### src/sv/rmts_pkg.sv
package rmts_pkg;

    // Four task slots of configuration are always stored.
    localparam int unsigned SLOTS       = 4;
    localparam int unsigned CFG_IDX_W   = 3;
    localparam int unsigned REG_W       = 8;
    localparam int unsigned TIME_W      = 16;
    localparam int unsigned TASK_W      = 2;

    // The low bit of a register index selects the kind of register in a slot.
    localparam logic REG_KIND_WCET   = 1'b0;
    localparam logic REG_KIND_PERIOD = 1'b1;

    localparam logic [REG_W-1:0] WCET_RESET   = 8'd0;
    localparam logic [REG_W-1:0] PERIOD_RESET = 8'd1;

    typedef struct packed {
        logic [REG_W-1:0] wcet;
        logic [REG_W-1:0] period;
    } t_task_cfg;

    typedef t_task_cfg [SLOTS-1:0] t_cfg_arr;

    typedef struct packed {
        logic              overrun;
        logic              idle;
        logic [TASK_W-1:0] running_task;
        logic [TIME_W-1:0] time_now;
    } t_result;

    // A period of zero behaves as a period of one.
    function automatic logic [REG_W-1:0] eff_period(input logic [REG_W-1:0] p);
        eff_period = (p == '0) ? REG_W'(1) : p;
    endfunction

endpackage

### src/sv/rmts_cfg.sv
module rmts_cfg
    import rmts_pkg::*;
(
    input  logic                 i_clk,
    input  logic                 i_rst_n,
    input  logic                 i_cfg_we,
    input  logic [CFG_IDX_W-1:0] i_cfg_idx,
    input  logic [REG_W-1:0]     i_cfg_wdata,
    output t_cfg_arr             o_cfg
);

    t_cfg_arr r_cfg;

    always_ff @(posedge i_clk) begin
        if (!i_rst_n) begin
            for (int s = 0; s < SLOTS; s++) begin
                r_cfg[s].wcet   <= WCET_RESET;
                r_cfg[s].period <= PERIOD_RESET;
            end
        end else if (i_cfg_we) begin
            if (i_cfg_idx[0] == REG_KIND_WCET) begin
                r_cfg[i_cfg_idx[CFG_IDX_W-1:1]].wcet <= i_cfg_wdata;
            end else begin
                r_cfg[i_cfg_idx[CFG_IDX_W-1:1]].period <= i_cfg_wdata;
            end
        end
    end

    assign o_cfg = r_cfg;

endmodule

### src/sv/rmts_core.sv
module rmts_core
    import rmts_pkg::*;
#(
    parameter int unsigned TASK_COUNT = 4
) (
    input  logic     i_clk,
    input  logic     i_rst_n,
    input  logic     i_step,
    input  t_cfg_arr i_cfg,
    output t_result  o_res
);

    logic [REG_W-1:0]  r_rem   [TASK_COUNT];
    logic [REG_W-1:0]  r_phase [TASK_COUNT];
    logic [TIME_W-1:0] r_time;

    logic [REG_W-1:0]  n_rem   [TASK_COUNT];
    logic [REG_W-1:0]  n_phase [TASK_COUNT];
    logic [REG_W-1:0]  rel_rem [TASK_COUNT];
    logic              over;
    logic              found;
    logic [TASK_W-1:0] best;
    logic [REG_W-1:0]  best_per;

    always_comb begin
        over     = 1'b0;
        found    = 1'b0;
        best     = '0;
        best_per = '0;
        // Release: a task whose countdown has reached zero reloads its work.
        for (int t = 0; t < TASK_COUNT; t++) begin
            if (r_phase[t] == '0) begin
                if (r_rem[t] != '0) begin
                    over = 1'b1;
                end
                rel_rem[t] = i_cfg[t].wcet;
                n_phase[t] = eff_period(i_cfg[t].period) - REG_W'(1);
            end else begin
                rel_rem[t] = r_rem[t];
                n_phase[t] = r_phase[t] - REG_W'(1);
            end
        end
        // Strict less-than keeps ties at the lower index.
        for (int t = 0; t < TASK_COUNT; t++) begin
            if (rel_rem[t] != '0 &&
                (!found || eff_period(i_cfg[t].period) < best_per)) begin
                found    = 1'b1;
                best     = TASK_W'(t);
                best_per = eff_period(i_cfg[t].period);
            end
        end
        for (int t = 0; t < TASK_COUNT; t++) begin
            if (found && best == TASK_W'(t)) begin
                n_rem[t] = rel_rem[t] - REG_W'(1);
            end else begin
                n_rem[t] = rel_rem[t];
            end
        end
    end

    always_ff @(posedge i_clk) begin
        if (!i_rst_n) begin
            for (int t = 0; t < TASK_COUNT; t++) begin
                r_rem[t]   <= '0;
                r_phase[t] <= '0;
            end
            r_time <= '0;
        end else if (i_step) begin
            for (int t = 0; t < TASK_COUNT; t++) begin
                r_rem[t]   <= n_rem[t];
                r_phase[t] <= n_phase[t];
            end
            r_time <= r_time + TIME_W'(1);
        end
    end

    assign o_res.time_now     = r_time;
    assign o_res.running_task = best;
    assign o_res.idle         = !found;
    assign o_res.overrun      = over;

endmodule

### src/sv/rate_monotonic_tick_scheduler_top.sv
// A tick beat accepted at one edge shows its result beat in the cycle after that edge.
// One beat per cycle while the result sink keeps up; release, priority pick and work update are one pass
// of logic between the task state registers and the result register.
// A beat with tick low is taken and gives no result.
// Reset (synchronous, active low) clears task state, time and the result valid flag,
// and loads every wcet with 0 and every period with 1.
module rate_monotonic_tick_scheduler_top
    import rmts_pkg::*;
#(
    parameter int unsigned TASK_COUNT = 4
) (
    input  logic                 i_clk,
    input  logic                 i_rst_n,
    input  logic                 i_s_axis_tvalid,
    output logic                 o_s_axis_tready,
    input  logic [7:0]           i_s_axis_tdata,  // [0] tick
    output logic                 o_m_axis_tvalid,
    input  logic                 i_m_axis_tready,
    // [15:0] time_now, [17:16] running_task, [18] idle, [19] overrun
    output logic [23:0]          o_m_axis_tdata,
    input  logic                 i_cfg_we,
    input  logic [CFG_IDX_W-1:0] i_cfg_idx,
    input  logic [REG_W-1:0]     i_cfg_wdata
);

    t_cfg_arr cfg;
    t_result  res;
    t_result  r_res;
    logic     r_out_valid;
    logic     in_acc;
    logic     step;

    rmts_cfg u_cfg (
        .i_clk       (i_clk),
        .i_rst_n     (i_rst_n),
        .i_cfg_we    (i_cfg_we),
        .i_cfg_idx   (i_cfg_idx),
        .i_cfg_wdata (i_cfg_wdata),
        .o_cfg       (cfg)
    );

    rmts_core #(
        .TASK_COUNT (TASK_COUNT)
    ) u_core (
        .i_clk   (i_clk),
        .i_rst_n (i_rst_n),
        .i_step  (step),
        .i_cfg   (cfg),
        .o_res   (res)
    );

    // The result register frees up in the same cycle its beat is taken.
    assign o_s_axis_tready = !r_out_valid || i_m_axis_tready;
    assign in_acc          = i_s_axis_tvalid && o_s_axis_tready;
    assign step            = in_acc && i_s_axis_tdata[0];

    always_ff @(posedge i_clk) begin
        if (!i_rst_n) begin
            r_out_valid <= 1'b0;
        end else if (o_s_axis_tready) begin
            r_out_valid <= step;
        end
    end

    always_ff @(posedge i_clk) begin
        if (step) begin
            r_res <= res;
        end
    end

    assign o_m_axis_tvalid = r_out_valid;
    assign o_m_axis_tdata  = {4'b0, r_res};

    a_tick_gives_result : assert property (@(posedge i_clk) disable iff (!i_rst_n)
        step |=> o_m_axis_tvalid)
        else $error("accepted tick did not produce a result beat");

    a_idle_task_zero : assert property (@(posedge i_clk) disable iff (!i_rst_n)
        (o_m_axis_tvalid && o_m_axis_tdata[18]) |-> (o_m_axis_tdata[17:16] == 2'd0))
        else $error("idle result names a nonzero task");

    a_empty_ready : assert property (@(posedge i_clk) disable iff (!i_rst_n)
        !o_m_axis_tvalid |-> o_s_axis_tready)
        else $error("input stalled while result register is empty");

    a_reset_clears : assert property (@(posedge i_clk)
        !i_rst_n |=> !o_m_axis_tvalid)
        else $error("result valid after reset");

endmodule

### config.mk
export PLATFORM = sky130hd
export DESIGN_NAME = rate_monotonic_tick_scheduler_top
export DESIGN_NICKNAME = d
export VERILOG_FILES = /design/src/sv/rmts_pkg.sv /design/src/sv/rmts_cfg.sv /design/src/sv/rmts_core.sv /design/src/sv/rate_monotonic_tick_scheduler_top.sv
export SDC_FILE = /design/constraint.sdc
export NUM_CORES = 1
export LEC_CHECK = 0
export BUFFER_PORTS_ARGS = -buffer_cell sky130_fd_sc_hd__buf_4
export CORE_MARGIN = 10
export CORE_UTILIZATION = 47
export DETAILED_ROUTE_END_ITERATION = 10
export MAX_ROUTING_LAYER = met4
export SYNTH_ARGS = -nofsm -noshare
export SYNTH_HDL_FRONTEND = slang
export SYNTH_HIERARCHICAL = 1
export SYNTH_SLANG_ARGS = --single-unit
### constraint.sdc
create_clock -name i_clk -period 9.35 [get_ports i_clk]
set_input_delay 1.87 -clock i_clk [delete_from_list [all_inputs] [get_ports i_clk]]
set_output_delay 1.87 -clock i_clk [all_outputs]
set_load 0.02 [all_outputs]
==> results.txt, run 1 <==
Hold_ws = 0.463 ns
Register area share after synthesis = 44.3%
WL/cell = 19.0 µm
Largest net degree at the start of global routing = 66
Fraction of layout cells with a size suffix above 1 = 11.5%
Clock share of power = 36.8%
Grt peak-use layer = met2
CTS tree = yes
Vias in the first global route = 7088
H-tree levels = 4
Routed vias/inst = 5.75
Drc violations = 0
Total CTS buffers = 17
Final Skew = 0.00980 ns
Pwr dens = 186 nW/µm²
CTS sink cnt = 165
Logic pwr share = 20.9%
Highest clock rate = 0.116 GHz
I/O Pins = 50
Main area contributors after synthesis = edfxtp_1 (27%), dfxtp_1 (17%), mux2i_1 (10%)
RSZ-0062 raised after global routing = false
YS warnings = 6
Final RePlAce weighted congestion = 0.932
Row cnt = 51
Adder-cell share of the synthesized area = 4.01%
Max stage delay on crit path = 0.44 ns
Final nets = 1043
Outcome = completed
Post-synthesis cell count = 981
Tcrit/Tclk final = 92.3%
DRT antenna net count = 0
Hold Crit Class = reg2reg
Die Y-Extent = 161 µm
Async SR Flop Fraction = 0%
Synth top area share = 26.9%
NetSw = 0.000638 W
Switching part of the total = 32.8%
Synth Area in Simple Gates = 21.7%
Yosys cell types = 72
Pre-antenna DRT Iters = 7
Global Route met1 Usage = 25.0%
Root buf cell = clkbuf_16
Final Power = 0.00194 W
Synthesized area per cell = 9.55 µm²
Clock slew at reported path FFs = 0.07 ns
WS Path Type = reg2reg
Core area = 19500 µm²
Post-Route WL = 24100 µm
Ant. Diodes = 0
Post-Synth XOR/XNOR Area = 3.27%
Max-slew violation count = 0
Die area = 26000 µm²
Least-Margin Pin Slew = 0.954 ns
Starting Density = 48.0%
CP arrival = 8.82 ns
CP Max Fanout = 17
Startpoint types = register
Most frequent cell after synthesis = nand2_1
Met2 Usage GRT = 29.1%
Initial antenna violation count = 0
Synth top cells by count = nand2_1 (118), mux2i_1 (95), nor2_1 (89), edfxtp_1 (84), dfxtp_1 (81)
Total grt overflow = 0
I/O Buffers = 38
Gr usage total = 18.9%
Relative slew slack = 36.4%
Leakage power = 4.20 nW
Final setup violation count = 0
FF+latch count, synth = 165
Most frequent CP cell = ha_1
Data required, critical path = 9.54 ns
Hold violation count in the final report = 0
Max VDD drop = 0.000117 V
Die Span X = 161 µm
Largest family of logic cells by synthesized area = simple AND/OR/NAND/NOR gates
Vias post-DR = 7290
Max-cap check violation count = 0
Final min period = 8.63 ns
Met3 GRT Util = 3.36%
Flop pwr share = 42.4%
Cell taking the most area after synthesis = edfxtp_1
Cell Int Power = 0.00131 W
Complex-gate fraction of the synthesized area = 12.7%
DR iter-0 viols = 480
CP max stage cell = a2bb2oi_2
Post-detail-place hpwl = 16400 µm
Area growth, synth to finish = 11.7%
Post-synth EDFFs = 84
Mux contribution to synthesized area = 10.3%
Global-route wire length before repair = 38400 µm
Endpoint type of the worst setup path = register
Clock Latency Late Sink = 0.44 ns
Util after Layout = 53.6%
Post-Synthesis Cell Area = 9360 µm²
Main flop type after synthesis = edfxtp_1
Setup TNS = 0 ns
CTS max path bufs = 2
-- worst max-delay path, delay by kind of cell, from the launching register on --
kind / cells / cell delay, ns
flip-flops: 1 / 0.43
AO/OA/AOI/OAI: 19 / 4.49
buffers and inverters: 3 / 0.54
adder cells (fa/ha/maj): 4 / 1.08
multiplexers: 1 / 0.26
AND/OR/NAND/NOR: 8 / 1.55
-- stage by stage --
| step | setup WS (ns) | area [µm²] | std cells |
|---|---|---|---|
| 2_1_floorplan | 1.13 | 9380 | 984 |
| 3_3_place_gp | 0.396 | 9800 | 1235 |
| 3_5_place_dp | 0.414 | 9800 | 1235 |
| 4_1_cts | 0.280 | 10400 | 1267 |
| 5_1_grt | 0.0388 | 10500 | 1267 |
| 6_report | 0.720 | 10500 | 1267 |
-- sequential cells by signal, summed over array words and instances, names as in the netlist --
name             flops
o_m_axis_tdata      20
o_m_axis_tvalid      1
u_cfg/o_cfg         64
u_core/r_phase      32
u_core/r_rem        32
u_core/r_time       16
-- repair_timing --
item                       4_1_cts  5_1_grt
hold buffers                     0        0
setup endpoints to repair        0       34
resized for setup                0        8
buffers inserted                 0        0
-- power groups by stage --
stage          sequential [W]  combinational, W  clock, W
4_1_cts              0.000823          0.000396  0.000733
6_report             0.000823          0.000406  0.000714
3_5_place_dp         0.000839          0.000394         0
2_1_floorplan        0.000838          0.000288         0
5_1_grt              0.000828          0.000446  0.000764
3_3_place_gp         0.000839          0.000390         0
-- layout make-up --
type / count / area [µm²]
fill: 1801 / 9070
multi-input combinational: 740 / 4910
tap: 265 / 332
timing repair buffer: 54 / 405
sequential: 165 / 4140
clock inverter: 15 / 201
inverter: 11 / 41.3
clock buffer: 17 / 425
-- path summary, 6_finish.rpt --
path | from | endpoint | slack (ns) | depth (start not counted)
setup / recovery | u_core/r_phase[0][3] | u_core/r_rem[2][1] | 0.72 | 35
hold / removal | u_cfg/o_cfg[24] | u_cfg/o_cfg[24] | 0.46 | 2
setup reg to reg | u_core/r_phase[0][3] | u_core/r_rem[2][1] | 0.72 | 35
hold reg to reg | u_cfg/o_cfg[24] | u_cfg/o_cfg[24] | 0.46 | 2
-- cell usage in the layout, fill, tap and decap left out, types with 26 or more instances in the layout --
| cell type | netlist | layout |
|---|---|---|
| edfxtp_1 | 84 | 84 |
| nor3_1 | 39 | 38 |
| o21ai_0 | 27 | 26 |
| ha_1 | 30 | 30 |
| nand3_1 | 27 | 27 |
| nand2_1 | 118 | 116 |
| dfxtp_1 | 81 | 81 |
| nor2_1 | 89 | 89 |
| mux2i_1 | 95 | 95 |
| buf_4 | 6 | 54 |
| a21oi_1 | 53 | 53 |
-- cell families (layout without fill, tap and decap cells) --
group,after synthesis,in the layout
AO/OA/AOI/OAI,170,170
XOR/XNOR,35,35
adder cells (fa/ha/maj),30,30
buffers and inverters,79,97
flip-flops,165,165
multiplexers,96,96
other,1,4
AND/OR/NAND/NOR,405,405
-- per-layer routing --
metal | up-vias | routed length [µm]
met5 | - | 0
met3 | 27 | 929
met2 | 156 | 11200
met1 | 3500 | 11600
li1 | 3607 | -
met4 | 0 | 356
Power figures use the tool's default switching activity.
==> inputs of run 2 (changes only) <==
--- a/config.mk
+++ b/config.mk
@@ -8,9 +8,9 @@
 export BUFFER_PORTS_ARGS = -buffer_cell sky130_fd_sc_hd__buf_4
 export CORE_MARGIN = 10
 export CORE_UTILIZATION = 47
+export CTS_CLUSTER_DIAMETER = 200
 export DETAILED_ROUTE_END_ITERATION = 10
 export MAX_ROUTING_LAYER = met4
 export SYNTH_ARGS = -nofsm -noshare
 export SYNTH_HDL_FRONTEND = slang
-export SYNTH_HIERARCHICAL = 1
 export SYNTH_SLANG_ARGS = --single-unit
==> run 2 against run 1 <==
Against the previous run: synthesized cell count rose by 1.1%; core utilization fell by 0.74 points; synthesized area fell by 2.1%; sequential cell count did not move; non-clock buffer count fell by 4; critical path depth fell by 2; register-to-register slack got worse by 0.06 ns; worst setup slack got worse by 0.058 ns; count of clock-buffer cells in the layout rose by 3; highest routed layer unchanged; sequential power barely moved; final cell count rose by 0.55%; die area fell by 1.8%.
==> results.txt, run 2 <==
Outcome = completed (unchanged)
WP depth = 33 (was 35)
Routed vias/inst = 5.58 (was 5.75)
Cell Int Power = 0.00135 W (was 0.00131 W)
Highest clock rate = 0.115 GHz (was 0.116 GHz)
Total grt overflow = 0 (unchanged)
Reg area = 4140 µm² (unchanged)
CP Max Fanout = 12 (was 17)
Post-synth EDFFs = 84 (unchanged)
Clock slew at reported path FFs = 0.07 ns (about the same)
Worst Setup SP = u_core.r_phase[0][5] (was u_core/r_phase[0][3])
Most frequent cell after synthesis = nand2_1 (unchanged)
Register area share after synthesis = 45.2% (was 44.3%)
FF+latch count, synth = 165 (unchanged)
CP max stage cell = a2111oi_4 (was a2bb2oi_2)
Die area = 25500 µm² (was 26000 µm²)
Complex-gate fraction of the synthesized area = 14.5% (was 12.7%)
DR iter-0 viols = 510 (was 480)
Hold violation count in the final report = 0 (unchanged)
Post-synthesis cell count = 992 (was 981)
Flop pwr share = 43.3% (was 42.4%)
Family with the most delay on the worst path = compound AO/OA/AOI/OAI gates (unchanged)
Async SR Flop Fraction = 0% (unchanged)
Final-layout fill cell count = 1834 (was 1801)
Leakage power = 3.78 nW (was 4.20 nW)
Commonest non-fill, non-tap cell in the layout = nand2_1 (unchanged)
Max stage delay on crit path = 0.63 ns (was 0.44 ns)
Vias in the first global route = 6855 (was 7088)
WS Path Type = reg2reg (unchanged)
Multi-input logic area = 4750 µm² (was 4910 µm²)
WL/cell = 17.5 µm (was 19.0 µm)
I/O Buffers = 38 (unchanged)
Pwr dens = 186 nW/µm² (about the same)
Post-detail-place hpwl = 15200 µm (was 16400 µm)
Setup TNS = 0 ns (unchanged)
Largest family of logic cells by synthesized area = simple AND/OR/NAND/NOR gates (unchanged)
CTS tree = yes (unchanged)
Placed inst area = 9620 µm² (was 9800 µm²)
Design area = 10200 µm² (was 10500 µm²)
Die Y-Extent = 160 µm (was 161 µm)
Final setup violation count = 0 (unchanged)
Endpoint type of the worst setup path = register (unchanged)
Cell taking the most area after synthesis = edfxtp_1 (unchanged)
Post-Synth XOR/XNOR Area = 4.39% (was 3.27%)
Vias post-DR = 7104 (was 7290)
Max-slew violation count = 0 (unchanged)
Total CTS buffers = 17 (unchanged)
Data required, critical path = 9.63 ns (was 9.54 ns)
Synthesized area per cell = 9.24 µm² (was 9.55 µm²)
Row cnt = 51 (unchanged)
Final nets = 1050 (was 1043)
Cell count of the worst hold path = 0 (was 2)
Least-Margin Pin Slew = 0.966 ns (was 0.954 ns)
Max FFs per register = 64 (unchanged)
R2r endpoint = u_core.r_rem[0][3] (was u_core/r_rem[2][1])
Fraction of layout cells with a size suffix above 1 = 10.8% (was 11.5%)
Worst r2r path cells = 33 (was 35)
Final Skew = 0.00870 ns (was 0.00980 ns)
Logic pwr share = 19.7% (was 20.9%)
Hold buffer count at cts = 0 (unchanged)
Pre-antenna DRT Iters = 6 (was 7)
H-tree levels = 4 (unchanged)
RSZ-0062 raised after global routing = false (unchanged)
Worst reg-to-reg setup slack = 0.66 ns (was 0.72 ns)
Root buf cell = clkbuf_16 (unchanged)
Tcrit/Tclk final = 92.9% (was 92.3%)
Hold Crit Class = reg2reg (unchanged)
Synth top area share = 27.5% (was 26.9%)
CP Capture Point = u_core.r_rem[0][3] (was u_core/r_rem[2][1])
Gr usage total = 18.1% (was 18.9%)
Adder-cell share of the synthesized area = 4.09% (was 4.01%)
R2R Path Start = u_core.r_phase[0][5] (was u_core/r_phase[0][3])
CTS max path bufs = 2 (unchanged)
Yosys cell types = 62 (was 72)
Starting Density = 47.4% (was 48.0%)
Clock Latency Late Sink = 0.43 ns (was 0.44 ns)
Switching part of the total = 28.9% (was 32.8%)
Startpoint types = register (unchanged)
Post-Route WL = 22300 µm (was 24100 µm)
Initial antenna violation count = 0 (unchanged)
Core area = 19300 µm² (was 19500 µm²)
Worst Hold Launch = u_core.r_time[15] (was u_cfg/o_cfg[24])
Relative slew slack = 35.3% (was 36.4%)
CTS sink cnt = 165 (unchanged)
CP arrival = 8.97 ns (was 8.82 ns)
Largest net degree at the start of global routing = 85 (was 66)
Max-cap check violation count = 0 (unchanged)
Drc violations = 0 (unchanged)
Area growth, synth to finish = 11.4% (was 11.7%)
Buf+Inv Stages, Crit Path = 0 (was 3)
Mux contribution to synthesized area = 6.30% (was 10.3%)
YS warnings = 0 (was 6)
Global-route wire length before repair = 36600 µm (was 38400 µm)
Synth Area in Simple Gates = 22.1% (was 21.7%)
Ant. Diodes = 0 (unchanged)
I/O Pins = 50 (unchanged)
Main flop type after synthesis = edfxtp_1 (unchanged)
DRT antenna net count = 0 (unchanged)
Die Span X = 160 µm (was 161 µm)
Post-Synthesis Cell Area = 9170 µm² (was 9360 µm²)
Final min period = 8.69 ns (was 8.63 ns)
Most frequent cells in the layout = nand2_1 (135), nor2_1 (92), edfxtp_1 (84) (was nand2_1 (116), mux2i_1 (95), nor2_1 (89))
Clock share of power = 37.0% (was 36.8%)
Max VDD drop = 0.000133 V (was 0.000117 V)
Final RePlAce weighted congestion = 0.877 (was 0.932)
NetSw = 0.000550 W (was 0.000638 W)
Main area contributors after synthesis = edfxtp_1 (28%), dfxtp_1 (18%), mux2i_1 (5.6%) (was edfxtp_1 (27%), dfxtp_1 (17%), mux2i_1 (10%))
Synth top cells by count = nand2_1 (136), nor2_1 (93), edfxtp_1 (84), dfxtp_1 (81), a21oi_1 (60) (was nand2_1 (118), mux2i_1 (95), nor2_1 (89), edfxtp_1 (84), dfxtp_1 (81))
-- run 2: cell count changes in the layout (fill, tap and decap cells not counted), sizes merged, moves of 9 or more --
cell	change
o21ai	-9
nand2	+19
nor3b	-10
nand3	+13
nor2b	+13
a21boi	+41
mux2i	-44
xnor2	+16
-- run 2: cell families (layout without fill, tap and decap cells) --
logic type / Yosys count / count (layout)
xor gates and xnor gates: 46 / 46
adders and majority gates: 30 / 30
other: 1 / 4
and+or+nand+nor: 426 / 426
DFF: 165 / 165
buffers and inverters: 76 / 90
muxes: 57 / 57
AOI/OAI and AO/OA: 191 / 191
-- run 2: layout make-up --
class,instances,share of cell area (%)
Clock buffer,20,4.47
Multi-Input combinational cell,754,46.5
Clock inverter,12,1.25
Tap cell,265,3.25
Timing Repair Buffer,50,3.68
Sequential cell,165,40.6
Inverter,8,0.294
-- run 2: per-stage QoR --
stage | power, W | hold slack, ns | util [%] | std cells | setup slack [ns]
after global routing | 0.00199 | 0.469 | 52.8 | 1274 | 0.0485
after CTS | 0.00191 | 0.454 | 52.8 | 1274 | 0.509
after detailed placement | 0.00121 | 0.438 | 49.7 | 1242 | 0.569
after global placement | 0.00121 | 0.436 | 49.7 | 1242 | 0.615
final | 0.00190 | 0.457 | 52.8 | 1274 | 0.662
after floorplan | 0.00111 | 0.429 | - | 995 | 1.58
-- run 2: metal layers --
metal	wire length [µm]	global-route usage, %
met1	10700	23.4
met2	10300	28.5
met3	1010	3.14
met4	352	5.60
met5	0	-
-- run 2: how the worst min path moves through the flow --
stage                              end  slack [ns]
floorplan           o_m_axis_tdata[15]        0.43
global placement    o_m_axis_tdata[15]        0.44
detailed placement  o_m_axis_tdata[15]        0.44
CTS                 o_m_axis_tdata[15]        0.45
global route        o_m_axis_tdata[15]        0.47
finish              o_m_axis_tdata[15]        0.46
-- run 2: power groups by stage --
stage | Combinational (W) | Sequential, W | Clock (W)
after global routing | 0.000420 | 0.000829 | 0.000746
after floorplan | 0.000274 | 0.000839 | 0
final | 0.000376 | 0.000824 | 0.000704
after global placement | 0.000369 | 0.000840 | 0
after CTS | 0.000374 | 0.000824 | 0.000715
after detailed placement | 0.000372 | 0.000839 | 0
-- run 2: timing repair --
item / 4_1_cts / 5_1_grt
endpoints found under the setup margin: 0 / 13
gates resized for setup: 0 / 2
buffers inserted: 0 / 0
==> inputs of run 3 (changes only) <==
--- a/config.mk
+++ b/config.mk
@@ -6,11 +6,14 @@
 export NUM_CORES = 1
 export LEC_CHECK = 0
 export BUFFER_PORTS_ARGS = -buffer_cell sky130_fd_sc_hd__buf_4
+export CELL_PAD_IN_SITES_DETAIL_PLACEMENT = 1
+export CELL_PAD_IN_SITES_GLOBAL_PLACEMENT = 2
 export CORE_MARGIN = 10
-export CORE_UTILIZATION = 47
+export CORE_UTILIZATION = 39
 export CTS_CLUSTER_DIAMETER = 200
 export DETAILED_ROUTE_END_ITERATION = 10
 export MAX_ROUTING_LAYER = met4
+export PLACE_DENSITY_LB_ADDON = 0.1
 export SYNTH_ARGS = -nofsm -noshare
 export SYNTH_HDL_FRONTEND = slang
 export SYNTH_SLANG_ARGS = --single-unit
==> run 3 against run 2 <==
Against the previous run: clock power up 2%; non-clock buffer count stayed put; total power grew 1.7%; critical path type unchanged.
==> results.txt, run 3 (synthesis results as in run 2) <==
Most frequent CP cell = a21oi_1
Drc violations = 0 (unchanged)
Final min period = 8.73 ns (was 8.69 ns)
Placed inst area = 9690 µm² (was 9620 µm²)
Final RePlAce weighted congestion = 0.795 (was 0.877)
Worst Hold Launch = u_core.r_time[15] (unchanged)
DRT antenna net count = 0 (unchanged)
Setup TNS = 0 ns (unchanged)
Clock Latency Late Sink = 0.44 ns (was 0.43 ns)
CP Max Fanout = 15 (was 12)
R2R Path Start = u_core.r_phase[0][5] (unchanged)
Tcrit/Tclk final = 93.4% (was 92.9%)
Flop pwr share = 42.6% (was 43.3%)
Starting Density = 39.3% (was 47.4%)
WL/cell = 20.0 µm (was 17.5 µm)
Outcome = completed (unchanged)
NetSw = 0.000623 W (was 0.000550 W)
CTS max path bufs = 2 (unchanged)
Most frequent cells in the layout = nand2_1 (134), nor2_1 (93), edfxtp_1 (84) (was nand2_1 (135), nor2_1 (92), edfxtp_1 (84))
Total CTS buffers = 17 (unchanged)
Post-detail-place hpwl = 18500 µm (was 15200 µm)
Final WS setup = 0.616 ns (was 0.662 ns)
Die Span X = 173 µm (was 160 µm)
Die area = 30000 µm² (was 25500 µm²)
Commonest non-fill, non-tap cell in the layout = nand2_1 (unchanged)
RSZ-0062 raised after global routing = false (unchanged)
Clock share of power = 37.1% (was 37.0%)
Vias post-DR = 7265 (was 7104)
CP max stage cell = a2111oi_4 (unchanged)
Post-Route WL = 26600 µm (was 22300 µm)
Root buf cell = clkbuf_16 (unchanged)
Final setup violation count = 0 (unchanged)
Max-cap check violation count = 0 (unchanged)
Row cnt = 56 (was 51)
Placed instance count = 1294 (was 1242)
Pre-CTS setup slack = 0.394 ns (was 0.569 ns)
Total grt overflow = 0 (unchanged)
Endpoint type of the worst setup path = register (unchanged)
Hold violation count in the final report = 0 (unchanged)
Switching part of the total = 32.2% (was 28.9%)
Cell Int Power = 0.00131 W (was 0.00135 W)
Fraction of layout cells with a size suffix above 1 = 10.9% (was 10.8%)
Max stage delay on crit path = 0.47 ns (was 0.63 ns)
Max-slew violation count = 0 (unchanged)
DR iter-0 viols = 417 (was 510)
Util after Layout = 44.2% (was 52.8%)
I/O Pins = 50 (unchanged)
Pwr dens = 188 nW/µm² (was 186 nW/µm²)
Pre-antenna DRT Iters = 4 (was 6)
I/O Buffers = 38 (unchanged)
CTS tree = yes (unchanged)
Hold Crit Class = reg2reg (unchanged)
Data required, critical path = 9.62 ns (was 9.63 ns)
Die Y-Extent = 173 µm (was 160 µm)
Max FFs per register = 64 (unchanged)
Final Skew = 0.0185 ns (was 0.00870 ns)
Design area = 10300 µm² (was 10200 µm²)
Startpoint types = register (unchanged)
Gr usage total = 18.3% (was 18.1%)
Least-Margin Pin Slew = 0.982 ns (was 0.966 ns)
Highest clock rate = 0.114 GHz (was 0.115 GHz)
Vias in the first global route = 7639 (was 6855)
Clock slew at reported path FFs = 0.08 ns (was 0.07 ns)
Area growth, synth to finish = 12.5% (was 11.4%)
Hold endpoint = o_m_axis_tdata[15] (unchanged)
Global-route wire length before repair = 42900 µm (was 36600 µm)
CTS sink cnt = 165 (unchanged)
Hold buffer count at cts = 0 (unchanged)
WS Path Type = reg2reg (unchanged)
Largest net degree at the start of global routing = 85 (unchanged)
Final nets = 1050 (unchanged)
Leakage power = 3.80 nW (was 3.78 nW)
Core area = 23300 µm² (was 19300 µm²)
Cell count of the worst hold path = 0 (unchanged)
Fin cells = 1328 (was 1274)
R2r endpoint = u_core.r_rem[1][3] (was u_core.r_rem[0][3])
Initial antenna violation count = 0 (unchanged)
Logic pwr share = 20.4% (was 19.7%)
Routed vias/inst = 5.47 (was 5.58)
Ant. Diodes = 0 (unchanged)
Max VDD drop = 0.000113 V (was 0.000133 V)
CP arrival = 9.00 ns (was 8.97 ns)
Worst r2r path cells = 36 (was 33)
H-tree levels = 4 (unchanged)
Worst reg-to-reg setup slack = 0.62 ns (was 0.66 ns)
Relative slew slack = 34.5% (was 35.3%)
==> run 3: cell types whose count changed in the layout (fill, tap and decap cells not counted), moves of 2 or more <==
cell       delta
bufinv_16     -2
clkbuf_8      -2
clkinv_2      -5
clkinv_4      -2
clkinv_8      +5
inv_6         +2
inv_8         +5
==> run 3: layout make-up <==
cell class | instances | area, µm²
Timing Repair Buffer | 50 | 388
Fill cell | 2685 | 13000
Tap cell | 319 | 399
Multi-Input combinational cell | 754 | 4750
Sequential cell | 165 | 4140
Clock inverter | 15 | 180
Clock buffer | 17 | 425
Inverter | 8 | 30.0
==> run 3: power groups by stage <==
stage | combinational, W | sequential (W) | clock (W)
floorplan | 0.000274 | 0.000839 | 0
global placement | 0.000380 | 0.000841 | 0
detailed placement | 0.000387 | 0.000842 | 0
CTS | 0.000391 | 0.000825 | 0.000737
global route | 0.000438 | 0.000830 | 0.000771
finish | 0.000394 | 0.000825 | 0.000718
==> run 3: critical path, delay by kind of cell (launching register included) <==
kind            cells  cell delay (ns)
compound gates     13             2.89
simple gates       14             2.68
mux                 3             1.12
fa+ha+maj           4             1.09
flops               1             0.43
buf+inv             2             0.35
==> run 3: per-layer routing <==
layer	vias to the layer above	GRT usage, %	part of all wire [%]
met5	-	-	0
met3	24	2.46	2.0
met2	84	29.6	48
li1	3531	-	-
met4	0	4.56	1.2
met1	3626	23.6	49
==> run 3: repair_timing <==
item | in CTS | in global routing
setup buffers | 0 | 2
endpoints found under the setup margin | 0 | 10
gates resized for setup | 0 | 1
==> run 3: worst max-delay path by stage <==
stage,from,slack [ns],to
finish,u_core.r_phase[0][5],0.62,u_core.r_rem[1][3]
global route,u_core.r_phase[0][3],0.04,u_core.r_rem[1][3]
CTS,u_core.r_phase[0][5],0.34,u_core.r_rem[1][3]
detailed placement,u_core.r_phase[0][5],0.39,u_core.r_rem[1][3]
global placement,u_core.r_phase[0][5],0.46,u_core.r_rem[0][3]
floorplan,u_core.r_phase[0][5],1.58,u_core.r_rem[1][3]
==> run 3: per-stage QoR <==
step / hold WS [ns] / power (W)
3_5_place_dp: 0.450 / 0.00123
3_3_place_gp: 0.443 / 0.00122
4_1_cts: 0.471 / 0.00195
2_1_floorplan: 0.429 / 0.00111
6_report: 0.465 / 0.00194
5_1_grt: 0.488 / 0.00204
